File: config.mk
export PLATFORM = sky130hd
export DESIGN_NAME = tgso_cfg
export DESIGN_NICKNAME = d
export VERILOG_FILES = /design/src/sv/tgso_pkg.sv /design/src/sv/tgso_cfg.sv
export SDC_FILE = /design/constraint.sdc
export NUM_CORES = 1
export LEC_CHECK = 0
export BUFFER_PORTS_ARGS = -buffer_cell sky130_fd_sc_hd__buf_2
export CAP_MARGIN = 20
export CORE_MARGIN = 10
export CORE_UTILIZATION = 30
export DETAILED_ROUTE_END_ITERATION = 8
export GPL_TIMING_DRIVEN = 0
export PLACE_DENSITY_LB_ADDON = 0.25
export RECOVER_POWER = 25
export SETUP_SLACK_MARGIN = 0.2
export SLEW_MARGIN = 20
export SYNTH_ARGS = -nofsm -noshare
export SYNTH_HDL_FRONTEND = slang
export SYNTH_SLANG_ARGS = --single-unit
File: constraint.sdc
create_clock -name clk -period 1.2 [get_ports clk]
set_input_delay 0.3 -clock clk [delete_from_list [all_inputs] [get_ports clk]]
set_output_delay 0.3 -clock clk [all_outputs]
set_load 0.01 [all_outputs]
File: src/sv/tgso_pkg.sv
package tgso_pkg;

	// grid limits
	localparam int MAX_COLUMNS = 64;
	localparam int MAX_ROWS    = 64;

	localparam int COL_W   = (MAX_COLUMNS > 1) ? $clog2(MAX_COLUMNS) : 1;
	localparam int ROW_W   = (MAX_ROWS > 1) ? $clog2(MAX_ROWS) : 1;
	localparam int ADDR_W  = COL_W + ROW_W;
	localparam int DEPTH   = 1 << ADDR_W;
	localparam int WID_W   = $clog2(MAX_COLUMNS + 1);
	localparam int HGT_W   = $clog2(MAX_ROWS + 1);
	localparam int MAX_DIM = (MAX_COLUMNS > MAX_ROWS) ? MAX_COLUMNS : MAX_ROWS;

	// tile edge positions in whole world units, then the signed Q16.8 compare width
	localparam int WU_W  = $clog2(MAX_DIM + 1) + 8;
	localparam int CMP_W = (WU_W + 9 > 24) ? WU_W + 9 : 24;

	localparam int CFG_IDX_W  = 2;
	localparam int CFG_DATA_W = 8;

	localparam logic [WID_W-1:0] WIDTH_RST  = WID_W'((64 > MAX_COLUMNS) ? MAX_COLUMNS : 64);
	localparam logic [HGT_W-1:0] HEIGHT_RST = HGT_W'((64 > MAX_ROWS) ? MAX_ROWS : 64);
	localparam logic [7:0]       SIZE_RST   = 8'd16;

	localparam logic signed [15:0] EMPTY_TILE = -16'sd1;

	typedef enum logic [1:0] {
		ACT_WRITE = 2'd0,
		ACT_READ  = 2'd1,
		ACT_QUERY = 2'd2,
		ACT_NONE  = 2'd3
	} action_e;

	typedef enum logic [CFG_IDX_W-1:0] {
		REG_WIDTH  = 2'd0,
		REG_HEIGHT = 2'd1,
		REG_SIZE   = 2'd2,
		REG_NONE   = 2'd3
	} reg_e;

	typedef enum logic [2:0] {
		ST_CLEAR,
		ST_IDLE,
		ST_READ,
		ST_SCAN,
		ST_DRAIN
	} state_e;

	typedef struct packed {
		logic [1:0]         action;
		logic signed [15:0] cell_x;
		logic signed [15:0] cell_y;
		logic signed [15:0] tile_index;
		logic               solid_flag;
		logic signed [23:0] rect_min_x;
		logic signed [23:0] rect_min_y;
		logic signed [23:0] rect_max_x;
		logic signed [23:0] rect_max_y;
	} in_t;

	typedef struct packed {
		logic               accepted;
		logic signed [15:0] read_tile;
		logic               read_solid;
		logic               overlap_hit;
	} out_t;

	typedef struct packed {
		logic               solid;
		logic signed [15:0] tile;
	} cell_t;

	localparam int CELL_W = $bits(cell_t);

	localparam cell_t CELL_EMPTY = '{solid: 1'b0, tile: EMPTY_TILE};

	typedef struct packed {
		logic [WID_W-1:0] width;
		logic [HGT_W-1:0] height;
		logic [7:0]       size;
		logic             clear;
	} cfg_t;

	typedef struct packed {
		logic              we;
		logic [ADDR_W-1:0] waddr;
		cell_t             wdata;
		logic [ADDR_W-1:0] raddr;
	} mem_req_t;

endpackage

File: src/sv/tgso_cfg.sv
module tgso_cfg (
	input  logic                                clk,
	input  logic                                arst_n,
	input  logic                                cfg_valid,
	output logic                                cfg_ready,
	input  logic [tgso_pkg::CFG_IDX_W-1:0]      cfg_index,
	input  logic [tgso_pkg::CFG_DATA_W-1:0]     cfg_data,
	output tgso_pkg::cfg_t                      cfg
);

	logic [tgso_pkg::WID_W-1:0] width_q;
	logic [tgso_pkg::HGT_W-1:0] height_q;
	logic [7:0]                 size_q;
	logic [6:0]                 dim_val;
	logic                       wr_width;
	logic                       wr_height;
	logic                       wr_size;

	assign cfg_ready = 1'b1;
	assign dim_val   = cfg_data[6:0];

	assign wr_width  = cfg_valid && (cfg_index == tgso_pkg::REG_WIDTH);
	assign wr_height = cfg_valid && (cfg_index == tgso_pkg::REG_HEIGHT);
	// zero size is dropped and leaves the store alone
	assign wr_size   = cfg_valid && (cfg_index == tgso_pkg::REG_SIZE) && (cfg_data != 8'd0);

	always_ff @(posedge clk or negedge arst_n) begin
		if (!arst_n) begin
			width_q  <= tgso_pkg::WIDTH_RST;
			height_q <= tgso_pkg::HEIGHT_RST;
			size_q   <= tgso_pkg::SIZE_RST;
		end else begin
			if (wr_width) begin
				width_q <= (32'(dim_val) > tgso_pkg::MAX_COLUMNS) ?
					tgso_pkg::WID_W'(tgso_pkg::MAX_COLUMNS) : tgso_pkg::WID_W'(dim_val);
			end
			if (wr_height) begin
				height_q <= (32'(dim_val) > tgso_pkg::MAX_ROWS) ?
					tgso_pkg::HGT_W'(tgso_pkg::MAX_ROWS) : tgso_pkg::HGT_W'(dim_val);
			end
			if (wr_size) begin
				size_q <= cfg_data[7:0];
			end
		end
	end

	always_comb begin
		cfg.width  = width_q;
		cfg.height = height_q;
		cfg.size   = size_q;
		cfg.clear  = wr_width || wr_height || wr_size;
	end

endmodule

### Word level (Yosys, flattened, before mapping)

Index checks and enable logic that the tools add are counted.

* register bits: 22
* input port bits: 13
* bits in writable memories: 0
* word-level logic and storage cells: 15
* bits in read-only memories: 0
* output and inout port bits: 24
* memories kept: 0
* bits in latches: 0

* shifts and indexed selects: 0
* div/mod/pow operators: 0
* magnitude comparators: 1
* bitwise operators: 0
* mux-type cells: 1
* $add $sub $neg: 0
* equal/unequal tests: 2
* reductions and logical operators: 8
* multipliers: 0

Operators with widths (number)
* 8-bit nonzero test: 1
* 7-bit greater-than comparator (second input constant): 1
* 7-bit two-way mux: 1
* 1-bit logical AND: 4
* 2-bit by 1-bit == test with 1-bit output (second input constant): 1
* 2-bit == test (second input constant): 1
* 2-bit zero test: 1
* 1-bit logical OR: 2

### Depth between registers and ports, before layout

* depth after elaboration: 4
* gate-level depth with buffers: 4
* mapped depth without buffers: 3

### Least setup slack after synthesis

OpenSTA, ideal clock, no wires.

* kind: input-to-output
* start point: in cfg_data[6] (netlist name)
* end point: out cfg[0] (netlist name)
* required time: 0.900 ns
* slack: -0.083 ns
* data arrival time: 0.983 ns
* stages: 3
* path through: nor4_1 > a21oi_2 > a21o_1

RTL lines
* start, declared: line tgso_cfg.sv:7 `input logic [tgso_pkg::CFG_DATA_W-1:0] cfg_data,`
* end, declared: line tgso_cfg.sv:8 `output tgso_pkg::cfg_t cfg`

==> out/results.ini <==
[setup_path]
crit_path_top_delay_cell=nor4_4
cpLargestDelayFamily=simple AND/OR/NAND/NOR gates
cp.required_ns=0.90
rrSetupSlack_ns=0.06
worst-path-buf-inv=2
start_kind=input port
reg2reg_depth=4
path_cells=buf_8 > nor4_4 > a21oi_4 > a21o_1 > buf_2
critical_path_class=in -> out
r2r_start=size_q[7]
cp-end-kind=primary output
slowest_delay_ns=0.31
path_max_fanout=2
rr_endpoint=size_q[7]
critPathArrivalTime_ns=1.09

[place]
io_buffers=35
post-dp-hpwl_mm=1.82
place_congestion=0.728
dp.cells=148

[yosys]
ys_types=18
avgSynthCellArea_sq_um=11.6
syn_nets=93
synth_area_leaders=dfrtp_1, mux2_2, dfstp_2
yosysSeqAreaShare=0.595
synth_cells=80
synth_top_cell_by_area=dfrtp_1
synth_top_area_share=0.511
ys_ff_latch=22
yosys_warnings=0
syn_area_sq_um=931

[floorplanning]
row_count=20
dieArea_sq_um=5730
die_w_um=75.7
core_sq_um=3000
io_pins=37
initial_utilization=0.310
die_h_um=75.7

[clocking]
htree_levels=1
numCtsBuffers=3
clk_path_buf_depth=2
tritoncts=done
insertion_delay_ns=0.30
clkSinkCount=22
root_buffer=clkbuf_4
path_clk_slew_ns=0.12

[pwr]
power_density_nw_per_um2=1380
power_frac_seq=0.453
peakVddDrop_v=0.00110
p_clk_frac=0.267
p_sw_frac=0.255
p_int_w=0.00154
power_switching_w=0.000530
comb_power_share=0.280
total_leakage_power_nw=0.718

[timing]
finClkSkew_ns=0
max-slew-margin-rel=0.642
finalSetupViolations=11
fin_crit_sh=1.15
timing.final.ws_setup_ns=-0.185
min_period_ns=1.39
fmaxAchievable_ghz=0.722
worst_pin_slew_ns=0.537
finalMaxSlewViolations=0
hold_violations=0
rsz0062_at_grt=true
setup_tns_ns=-0.549

[min_path]
hold_depth=2
holdPathEnd=size_q[0]
min-delay-start=cfg_data[0]
hold_path.class=in -> reg

[route]
wl_mm=2.41
routedWlPerCell_um=14.4
num_vias=774
dr.pass1.iters=3
drt_iter0_drc=19
drcViolationCount=0
viasPerCell=4.63
ant_nets=0

[final_layout]
areaGrowthSynthToFinish_pct=61.0
layout_common_cells=dfrtp_1, buf_6, buf_2
drive_above_1_share=0.537
fill_cells=295
nets=148
final_common_cell=dfrtp_1
fin_cells=167
insertedDiodeCount=0

[grt]
grt_antenna_before_repair=0
overflow=0
grt_use_total=0.0886
grt_max_degree=23
grt_pass1_wl_mm=3.84
first_global_vias=813

[run]
maxCapViolations=0

[outcome]
outcome=finished with violations
violations=setup timing

## synthesized netlist by cell type, drive strengths merged
cell / n
dfrtp: 19
nand2: 12
o21ai: 12
mux2: 10
nand2b: 4
nor4: 4
a21o: 3
dfstp: 3
buf: 2
clkbuf: 2
nand3b: 2
or2b: 2
a21oi: 1
conb: 1
inv: 1
or3b: 1
or4: 1
## worst max path at each step
stage                       startpoint  cells after the start  slack [ns]         to
after CTS                  cfg_data[2]                      5       -0.19     cfg[0]
final                      cfg_data[2]                      5       -0.19     cfg[0]
after global routing       cfg_data[4]                      5       -0.24     cfg[0]
after global placement     cfg_data[1]                      5       -0.31     cfg[0]
after detailed placement  cfg_index[0]                      5       -0.33     cfg[0]
after floorplan           cfg_index[0]                      3       -0.02  size_q[0]
## logic make-up (layout without fill, tap and decap cells)
kind of cell | Yosys count | in the layout | synth area share
other cells | 1 | 1 | 0.00403
buf+inv | 5 | 59 | 0.0255
mux | 10 | 10 | 0.121
compound gates | 16 | 16 | 0.0981
flops | 22 | 22 | 0.595
simple gates | 26 | 26 | 0.156
## metrics by stage
stage / total power, W / area, sq um / utilization / hold slack (ns) / worst slack (ns)
2_1_floorplan: 0.00115 / 977 / - / 0.00441 / -0.0200
3_3_place_gp: 0.00135 / 1190 / 0.398 / 0.286 / -0.307
3_5_place_dp: 0.00137 / 1190 / 0.398 / 0.290 / -0.329
4_1_cts: 0.00203 / 1410 / 0.468 / 0.230 / -0.192
5_1_grt: 0.00221 / 1500 / 0.499 / 0.230 / -0.236
6_report: 0.00207 / 1500 / 0.499 / 0.246 / -0.185
## final cells by class
class                   count  area (sq um)  area share
clock buffers               3          22.5      0.0150
flip-flops and latches     22           554       0.370
multi-input cells          53           415       0.277
repair buffers             50           405       0.270
well taps                  33          41.3      0.0275
plain buffers               4          26.3      0.0175
inverters                   1          3.75     0.00250
clock inverters             1          30.0      0.0200
## power groups by stage
stage	combinational [W]	sequential, W	clock [W]
3_5_place_dp	0.000424	0.000944	0
3_3_place_gp	0.000415	0.000937	0
2_1_floorplan	0.000150	0.00100	0
6_report	0.000580	0.000940	0.000553
4_1_cts	0.000518	0.000935	0.000579
5_1_grt	0.000640	0.000955	0.000611
## layer usage
| metal | track usage | vias up | wire, um |
|---|---|---|---|
| met5 | 0 | - | 0 |
| li1 | - | 380 | - |
| met2 | 0.146 | 28 | 1170 |
| met1 | 0.0961 | 364 | 934 |
| met4 | 0.0186 | 0 | 10 |
| met3 | 0.0521 | 2 | 294 |
## registers in the layout, indices dropped and copies added (netlist names)
name,cells
height_q,7
size_q,8
width_q,7
## repair_timing
| action | 4_1_cts | 5_1_grt |
|---|---|---|
| endpoints found under the setup margin | 31 | 33 |
| endpoints found under the hold margin | 19 | 0 |
| hold buffers | 1 | 0 |
| buffers inserted | 8 | 6 |
| resized for setup | 19 | 14 |
| pin swaps | 4 | 4 |
Power figures use the tool's default switching activity.
