--- src/sv/tgso_pkg.sv ---
package tgso_pkg;

	// grid limits
	localparam int MAX_COLUMNS = 64;
	localparam int MAX_ROWS    = 64;

	localparam int COL_W   = (MAX_COLUMNS > 1) ? $clog2(MAX_COLUMNS) : 1;
	localparam int ROW_W   = (MAX_ROWS > 1) ? $clog2(MAX_ROWS) : 1;
	localparam int ADDR_W  = COL_W + ROW_W;
	localparam int DEPTH   = 1 << ADDR_W;
	localparam int WID_W   = $clog2(MAX_COLUMNS + 1);
	localparam int HGT_W   = $clog2(MAX_ROWS + 1);
	localparam int MAX_DIM = (MAX_COLUMNS > MAX_ROWS) ? MAX_COLUMNS : MAX_ROWS;

	// tile edge positions in whole world units, then the signed Q16.8 compare width
	localparam int WU_W  = $clog2(MAX_DIM + 1) + 8;
	localparam int CMP_W = (WU_W + 9 > 24) ? WU_W + 9 : 24;

	localparam int CFG_IDX_W  = 2;
	localparam int CFG_DATA_W = 8;

	localparam logic [WID_W-1:0] WIDTH_RST  = WID_W'((64 > MAX_COLUMNS) ? MAX_COLUMNS : 64);
	localparam logic [HGT_W-1:0] HEIGHT_RST = HGT_W'((64 > MAX_ROWS) ? MAX_ROWS : 64);
	localparam logic [7:0]       SIZE_RST   = 8'd16;

	localparam logic signed [15:0] EMPTY_TILE = -16'sd1;

	typedef enum logic [1:0] {
		ACT_WRITE = 2'd0,
		ACT_READ  = 2'd1,
		ACT_QUERY = 2'd2,
		ACT_NONE  = 2'd3
	} action_e;

	typedef enum logic [CFG_IDX_W-1:0] {
		REG_WIDTH  = 2'd0,
		REG_HEIGHT = 2'd1,
		REG_SIZE   = 2'd2,
		REG_NONE   = 2'd3
	} reg_e;

	typedef enum logic [2:0] {
		ST_CLEAR,
		ST_IDLE,
		ST_READ,
		ST_SCAN,
		ST_DRAIN
	} state_e;

	typedef struct packed {
		logic [1:0]         action;
		logic signed [15:0] cell_x;
		logic signed [15:0] cell_y;
		logic signed [15:0] tile_index;
		logic               solid_flag;
		logic signed [23:0] rect_min_x;
		logic signed [23:0] rect_min_y;
		logic signed [23:0] rect_max_x;
		logic signed [23:0] rect_max_y;
	} in_t;

	typedef struct packed {
		logic               accepted;
		logic signed [15:0] read_tile;
		logic               read_solid;
		logic               overlap_hit;
	} out_t;

	typedef struct packed {
		logic               solid;
		logic signed [15:0] tile;
	} cell_t;

	localparam int CELL_W = $bits(cell_t);

	localparam cell_t CELL_EMPTY = '{solid: 1'b0, tile: EMPTY_TILE};

	typedef struct packed {
		logic [WID_W-1:0] width;
		logic [HGT_W-1:0] height;
		logic [7:0]       size;
		logic             clear;
	} cfg_t;

	typedef struct packed {
		logic              we;
		logic [ADDR_W-1:0] waddr;
		cell_t             wdata;
		logic [ADDR_W-1:0] raddr;
	} mem_req_t;

endpackage

--- src/sv/tgso_ctrl.sv ---
module tgso_ctrl (
	input  logic                  clk,
	input  logic                  arst_n,
	input  tgso_pkg::cfg_t        cfg,
	input  logic                  start,
	output logic                  busy,
	input  tgso_pkg::in_t         cmd,
	output logic                  done,
	output tgso_pkg::out_t        result,
	output tgso_pkg::mem_req_t    mem_req,
	input  tgso_pkg::cell_t       mem_rdata
);

	localparam int COL_W  = tgso_pkg::COL_W;
	localparam int ROW_W  = tgso_pkg::ROW_W;
	localparam int ADDR_W = tgso_pkg::ADDR_W;
	localparam int WU_W   = tgso_pkg::WU_W;
	localparam int CMP_W  = tgso_pkg::CMP_W;

	// whole world units to signed Q16.8
	function automatic logic signed [CMP_W-1:0] to_q(input logic [WU_W-1:0] w);
		return $signed({{(CMP_W-WU_W-8){1'b0}}, w, 8'b0});
	endfunction

	tgso_pkg::state_e state_q, state_d;

	logic [ADDR_W-1:0]       clr_q;
	logic [COL_W-1:0]        x_q;
	logic [ROW_W-1:0]        y_q;
	logic [WU_W-1:0]         left_q;
	logic [WU_W-1:0]         top_q;
	logic signed [CMP_W-1:0] minx_q, miny_q, maxx_q, maxy_q;
	logic                    vld_s1, xo_s1, yo_s1;
	logic                    done_q;
	tgso_pkg::out_t          res_q;

	logic                    done_d;
	tgso_pkg::out_t          res_d;
	logic                    start_ok;
	logic                    in_grid;
	logic [ADDR_W-1:0]       cell_addr;
	logic                    grid_empty;
	logic                    last_x, last_y;
	logic                    hit_now;
	logic                    issue;
	logic [WU_W-1:0]         right, bottom;
	logic                    xo, yo;

	assign start_ok  = start && (state_q == tgso_pkg::ST_IDLE) && !cfg.clear;
	assign busy      = (state_q != tgso_pkg::ST_IDLE) || cfg.clear;

	assign in_grid   = !cmd.cell_x[15] && !cmd.cell_y[15] &&
		(cmd.cell_x[14:0] < 15'(cfg.width)) && (cmd.cell_y[14:0] < 15'(cfg.height));
	assign cell_addr = {cmd.cell_y[ROW_W-1:0], cmd.cell_x[COL_W-1:0]};
	assign grid_empty = (cfg.width == '0) || (cfg.height == '0);

	assign last_x  = (x_q == COL_W'(cfg.width - 1'b1));
	assign last_y  = (y_q == ROW_W'(cfg.height - 1'b1));
	assign issue   = (state_q == tgso_pkg::ST_SCAN);
	assign hit_now = vld_s1 && mem_rdata.solid && xo_s1 && yo_s1;

	assign right  = left_q + WU_W'(cfg.size);
	assign bottom = top_q + WU_W'(cfg.size);
	assign xo     = (minx_q < to_q(right)) && (maxx_q > to_q(left_q));
	assign yo     = (miny_q < to_q(bottom)) && (maxy_q > to_q(top_q));

	// next state
	always_comb begin
		state_d = state_q;
		if (cfg.clear) begin
			state_d = tgso_pkg::ST_CLEAR;
		end else begin
			case (state_q)
				tgso_pkg::ST_CLEAR: begin
					if (clr_q == '1) state_d = tgso_pkg::ST_IDLE;
				end
				tgso_pkg::ST_IDLE: begin
					if (start_ok) begin
						if (cmd.action == tgso_pkg::ACT_READ && in_grid) begin
							state_d = tgso_pkg::ST_READ;
						end else if (cmd.action == tgso_pkg::ACT_QUERY && !grid_empty) begin
							state_d = tgso_pkg::ST_SCAN;
						end
					end
				end
				tgso_pkg::ST_READ: state_d = tgso_pkg::ST_IDLE;
				tgso_pkg::ST_SCAN: begin
					if (hit_now) begin
						state_d = tgso_pkg::ST_IDLE;
					end else if (last_x && last_y) begin
						state_d = tgso_pkg::ST_DRAIN;
					end
				end
				tgso_pkg::ST_DRAIN: state_d = tgso_pkg::ST_IDLE;
				default: state_d = tgso_pkg::ST_IDLE;
			endcase
		end
	end

	// memory port and result
	always_comb begin
		mem_req.we    = 1'b0;
		mem_req.waddr = clr_q;
		mem_req.wdata = tgso_pkg::CELL_EMPTY;
		mem_req.raddr = {y_q, x_q};
		done_d        = 1'b0;
		res_d         = '0;
		case (state_q)
			tgso_pkg::ST_CLEAR: begin
				mem_req.we = 1'b1;
			end
			tgso_pkg::ST_IDLE: begin
				if (start_ok) begin
					case (tgso_pkg::action_e'(cmd.action))
						tgso_pkg::ACT_WRITE: begin
							mem_req.we          = in_grid;
							mem_req.waddr       = cell_addr;
							mem_req.wdata.solid = cmd.solid_flag;
							mem_req.wdata.tile  = cmd.tile_index;
							done_d              = 1'b1;
							res_d.accepted      = in_grid;
						end
						tgso_pkg::ACT_READ: begin
							mem_req.raddr = cell_addr;
							if (!in_grid) begin
								done_d          = 1'b1;
								res_d.read_tile = tgso_pkg::EMPTY_TILE;
							end
						end
						tgso_pkg::ACT_QUERY: begin
							done_d = grid_empty;
						end
						default: begin
							done_d = 1'b1;
						end
					endcase
				end
			end
			tgso_pkg::ST_READ: begin
				done_d           = 1'b1;
				res_d.accepted   = 1'b1;
				res_d.read_tile  = mem_rdata.tile;
				res_d.read_solid = mem_rdata.solid;
			end
			tgso_pkg::ST_SCAN: begin
				done_d            = hit_now;
				res_d.overlap_hit = hit_now;
			end
			tgso_pkg::ST_DRAIN: begin
				done_d            = 1'b1;
				res_d.overlap_hit = hit_now;
			end
			default: begin
				done_d = 1'b0;
			end
		endcase
	end

	always_ff @(posedge clk or negedge arst_n) begin
		if (!arst_n) begin
			state_q <= tgso_pkg::ST_CLEAR;
			clr_q   <= '0;
			done_q  <= 1'b0;
			vld_s1  <= 1'b0;
		end else begin
			state_q <= state_d;
			done_q  <= done_d;
			vld_s1  <= issue;
			if (cfg.clear) begin
				clr_q <= '0;
			end else if (state_q == tgso_pkg::ST_CLEAR) begin
				clr_q <= clr_q + 1'b1;
			end
		end
	end

	// scan walk: running tile edges replace the multiply
	always_ff @(posedge clk) begin
		res_q <= res_d;
		xo_s1 <= xo;
		yo_s1 <= yo;
		if (start_ok && cmd.action == tgso_pkg::ACT_QUERY) begin
			x_q    <= '0;
			y_q    <= '0;
			left_q <= '0;
			top_q  <= '0;
			minx_q <= CMP_W'(cmd.rect_min_x);
			miny_q <= CMP_W'(cmd.rect_min_y);
			maxx_q <= CMP_W'(cmd.rect_max_x);
			maxy_q <= CMP_W'(cmd.rect_max_y);
		end else if (issue) begin
			if (last_x) begin
				x_q    <= '0;
				left_q <= '0;
				if (!last_y) begin
					y_q   <= y_q + 1'b1;
					top_q <= bottom;
				end
			end else begin
				x_q    <= x_q + 1'b1;
				left_q <= right;
			end
		end
	end

	assign done   = done_q;
	assign result = res_q;

endmodule

--- config.mk ---
export PLATFORM = sky130hd
export DESIGN_NAME = tgso_ctrl
export DESIGN_NICKNAME = d
export VERILOG_FILES = /design/src/sv/tgso_pkg.sv /design/src/sv/tgso_ctrl.sv
export SDC_FILE = /design/constraint.sdc
export NUM_CORES = 1
export LEC_CHECK = 0
export ABC_AREA = 1
export BUFFER_PORTS_ARGS = -buffer_cell sky130_fd_sc_hd__buf_2
export CAP_MARGIN = 20
export CORE_MARGIN = 1
export CORE_UTILIZATION = 53
export CTS_CLUSTER_DIAMETER = 200
export DETAILED_ROUTE_END_ITERATION = 7
export HOLD_SLACK_MARGIN = 0.08
export PLACE_DENSITY_LB_ADDON = 0.2
export REMOVE_ABC_BUFFERS = 1
export SLEW_MARGIN = 20
export SYNTH_ARGS = -nofsm -noshare
export SYNTH_HDL_FRONTEND = slang
export SYNTH_SLANG_ARGS = --single-unit
--- constraint.sdc ---
create_clock -name clk -period 3.1 [get_ports clk]
set_input_delay 0.62 -clock clk [delete_from_list [all_inputs] [get_ports clk]]
set_output_delay 0.62 -clock clk [all_outputs]
set_load 0.05 [all_outputs]
# After elaboration in Yosys (flattened, before gate mapping)
# Index checks and enable logic that the tools add are counted.
# totals
output_inout_bits	63
inputBits	190
ram_bits	0
n_memories	0
register_bits	176
latchBits	0
mem_bits_ro	0
elab_cells	101
# op_classes
n_div	0
bitwise_logic	1
n_reduce_logical	29
shift	0
n_addsub	7
n_lt_le_gt_ge	6
muxes	26
n_mul	0
eq_ne	14
# op_table
op	n
$gt 24x24->1	2
$lt 24x24->1	2
$mux 42	1
$mux 41	1
$mux 12	3
$pmux 17 s2	1
$mux 16	2
$add 15x8->15	2
$lt 15x7->1	2
$mux 30	1
$mux 3	7
$mux 17	1
$mux 15	1
$logic_and 1x1->1	14
$logic_not 7->1	2
$add 12x1->12 const B	1
$add 6x1->6 const B	2
$eq 12x12->1 const B	1
$eq 6x6->1	2
$sub 6x1->6 const B	2
$pmux 3 s3	1
$eq 3x2->1 const B	2
$mux 6	1
$ne 3x3->1 const B	2
other kinds (19)	27

# Logic depth before layout (Yosys ltp)
# depth
depth_word	9
ltp_mapped	18
mapped_depth_nobuf	18

# Worst setup path before layout
# No wires, ideal clock.
# synth_path
kind	in2out
startpoint	in cfg[0] (netlist name)
endpoint	out mem_req[31] (netlist name)
setup_slack_ns	-0.532
n_path_buf	2
arrival_ns	3.012
required_ns	2.480
path_stages	10
cell_sequence	buf_4 -> inv_1 -> nand2_1 -> inv_2 -> nand2_1 -> inv_1 -> nand2_1 -> inv_1 -> buf_2 -> o21ai_0
# synth_rtl
item	line	text
from (decl)	tgso_ctrl.sv:4	input tgso_pkg::cfg_t cfg,
to (decl)	tgso_ctrl.sv:10	output tgso_pkg::mem_req_t mem_req,

==> impl_results.md <==
* # IOs at 253
* Clk_skew at 8.81 ps
* # Max-Cap Violations at 0
* Cts repair resizes at 0
* DRT Pass-1 Iters at 4
* Sw Pwr at between 2 and 3 mW
* Remaining DRCs at 0
* Combinational share of power at 37.2%
* CTS tree: done
* Root Driver: clkbuf_16
* Register area at between 4000 and 5000 um^2
* Hold Fails Final Rpt at 0
* Ys flop type: edfxtp_1
* Area of the multi-input gates at between 4000 and 5000 um^2
* Detail Placement HPWL at about 16000 um
* Clock share of power at approximately a quarter
* Layout cells sized above 1 at between 20% and 30%
* Worst Path Arrival at ~2300 ps
* First-pass GRT wire length at ~34000 um
* Crit Path Class: register to output pin
* Num CTS Buffers at 17
* CP Capture Type: output pin
* Critical-path cell list: inv_2 > nand2_1 > nor2_2 > nand2_1 > inv_2 > nand2_1 > inv_1 > nand2_1 > buf_12 > or2_2 > buf_2
* DIE WIDTH at about 130 um
* Top delay family on crit path: simple AND/OR/NAND/NOR gates
* Post-route ant nets at 0
* Synthesis Warnings at 0
* Total wire length at between 20000 and 25000 um
* CP peak stage delay at 390 ps
* # fillers at around 1.4k
* Htree depth at 4
* Wire per inst at approximately 13 um
* Clock sinks at 160
* Nets at ~1.7k
* Startpoint Class: register
* Placer congestion estimate at slightly above 0.9
* Initial antenna violation count at 0
* Final core occ at 66.3%
* Pwr per Cell Area at around 660 nW/um^2
* Leak at ~5.6 nW
* Sw Ratio at 38.8%
* Async SR Flop Fraction at about a tenth
* Mean post-synth cell area at 8.22 um^2
* Post-synthesis instance total at ~1.1k
* Hold Crit Class: input port to async pin
* Rows at 48
* Post-synthesis sequential area ratio at between 40% and 50%
* Clock slew at reported path FFs at 70 ps
* Internal at around 4.6 mW
* Hold-fix buffers at CTS at 0
* Final Critical Period at 2900 ps
* Worst path bufs/invs at 5
* Worst-Skew Late Latency at 430 ps
* Starting Density at a little over half
* Tot Pwr at between 7 and 8 mW
* Post-synth EDFFs at 80
* Total grt overflow at 0
* Area Growth Syn to Fin at 22.8%
* Required time of the critical path at 2480 ps
* Seq pwr share at between 30% and 40%
* Status: finished, final reports clean
* Period Utilization, post-route at a little over 90%
* Number of DRC markers in iteration 0 at 435
* Worst Path Max Fanout at 25
* Setup Fix Bufs, Post-CTS at 0
* Least-Margin Pin Slew at just under 600 ps
* Synth unique cells at 38
* Via density at ~5
* Vias in the first global route at 7536
* Slew headroom at 60.5%
* Core ar. at ~17000 um^2
* Slowest-stage cell, CP: dfrtp_1
* ANT cells at 0
* Die height at roughly 130 um
* Slew Viols, Final at 0
* Syn Std Cell Area at ~9300 um^2
* Most frequent CP cell: nand2_1
* Worst vdd ir at between 0.0004 and 0.0005 V
* Final setup violation count at 0
* Setup slack, reg-to-reg at 280 ps
* Largest net degree at the start of global routing at 34
* Port Buffer Count at roughly 240
* DIE AREA at between 15000 and 20000 um^2
* Highest clock rate at ~350 MHz
* Clock buffer depth at 2
* Via count at 8127
* Setup TNS at 0 ps
* Total track usage at 23.8%
* Yosys reg bits at 160
-- power by group through the flow --
stage	Combinational, mW	Sequential, mW	Clock (mW)
after floorplan	1.87	2.90	0
after global placement	2.69	2.76	0
after detailed placement	2.77	2.77	0
after CTS	2.80	2.73	2.03
after global routing	3.18	2.76	2.12
final	2.79	2.73	1.99
-- cell type report --
| class | count | share of cell area (%) |
|---|---|---|
| multi-input combinational | 783 | 39.2 |
| tap | 225 | 2.47 |
| inverter | 166 | 5.49 |
| clock inverter | 13 | 0.857 |
| clock buffer | 19 | 4.07 |
| timing repair buffer | 252 | 12.0 |
| sequential | 160 | 35.9 |
-- Yosys cell counts, types with 4 or more instances --
master	number	area share (%)
dfrtp_1	17	4.6
or2_2	19	1.3
clkbuf_1	7	0.28
nor2_2	4	0.27
o21ai_0	72	3.9
buf_2	8	0.43
nand4_1	21	1.4
nand3b_1	5	0.40
a211oi_1	4	0.32
ha_1	95	13
xnor2_1	5	0.47
xor2_1	25	2.4
a21oi_1	83	4.5
nor2_1	89	3.6
nor4_1	6	0.40
inv_1	163	6.6
edfxtp_1	80	26
nand2_1	268	11
nand3_1	51	2.8
dfxtp_1	63	14
nor3_1	15	0.81
-- worst reg2reg max path: stages, from the launching register on --
cell	delay, ps
dfxtp_1	330
ha_1	210
fa_1	390
nand2_1	80
inv_1	50
nand2_1	50
nand2_1	70
nand2_1	70
nand3_1	130
nand3_1	140
nor2_1	60
xor2_1	170
inv_1	70
ha_1	280
nand4_1	110
nor3_1	170
o21ai_0	150
a21oi_1	140
nor2_1	60
-- final timing paths --
kind | startpoint | to | cells past startpoint
max | state_q[2]$_DFFE_PN0P_ | mem_req[21] | 11
min | arst_n | state_q[0]$_DFFE_PN0P_ | 1
max reg2reg | top_q[0]$_SDFFE_PP0P_ | yo_s1$_DFF_P_ | 18
min reg2reg | left_q[14]$_SDFFE_PP0P_ | left_q[14]$_SDFFE_PP0P_ | 2
max in group asynchronous | arst_n | clr_q[5]$_DFFE_PN0P_ | 1
min in group clk | cmd[27] | maxx_q[3]$_DFFE_PP_ | 1
-- layout by cell type (no fill, tap or decap), types with 3 or more instances in the layout --
master / instances
a211oi_1: 4
a21o_1: 3
a21oi_1: 83
buf_12: 4
buf_2: 229
buf_4: 17
clkbuf_16: 18
clkinv_4: 4
dfrtp_1: 17
dfxtp_1: 63
edfxtp_1: 80
ha_1: 95
inv_1: 164
inv_4: 4
inv_6: 4
nand2_1: 268
nand3_1: 51
nand3b_1: 5
nand4_1: 21
nor2_1: 88
nor2_2: 5
nor3_1: 15
nor4_1: 6
o211ai_1: 3
o21a_1: 3
o21ai_0: 71
or2_2: 19
xnor2_1: 5
xor2_1: 25
-- through the flow --
stage,instance area (um^2),setup WS [ps],cells,hold WS [ps]
after floorplan,9170,-639,1109,324
after global placement,10800,9.56,1586,471
after detailed placement,10800,-145,1586,483
after CTS,11400,73.4,1618,115
after global routing,11400,-14.4,1618,132
final,11400,202,1618,121
-- registers in the layout, indices dropped and copies added, names as in the netlist --
signal   flops
clr_q       12
done         1
left_q      15
maxx_q      24
maxy_q      24
minx_q      16
miny_q      16
result      19
state_q      3
top_q       15
vld_s1       1
x_q          6
xo_s1        1
y_q          6
yo_s1        1
-- logic make-up (layout without fill, tap and decap cells) --
logic type | Yosys count | after routing | synth area share [%]
buffers and inverters | 186 | 450 | 7.84
DFF | 160 | 160 | 44.1
adders and majority gates | 97 | 97 | 13.2
and+or+nand+nor | 483 | 483 | 22.2
xor gates and xnor gates | 30 | 30 | 2.83
AOI/OAI and AO/OA | 173 | 173 | 9.79
-- routing by layer --
| metal | share of wire (%) | vias to the layer above | routed length [um] | GRT usage [%] |
|---|---|---|---|---|
| met5 | 0 | - | 0 | 0 |
| met4 | 1.7 | 0 | 366 | 8.24 |
| met3 | 6.0 | 28 | 1260 | 5.22 |
| met2 | 47 | 247 | 9850 | 40.0 |
| met1 | 45 | 3615 | 9450 | 30.2 |
| li1 | - | 4237 | - | - |
Note: power is estimated with default switching activity, not from simulation.
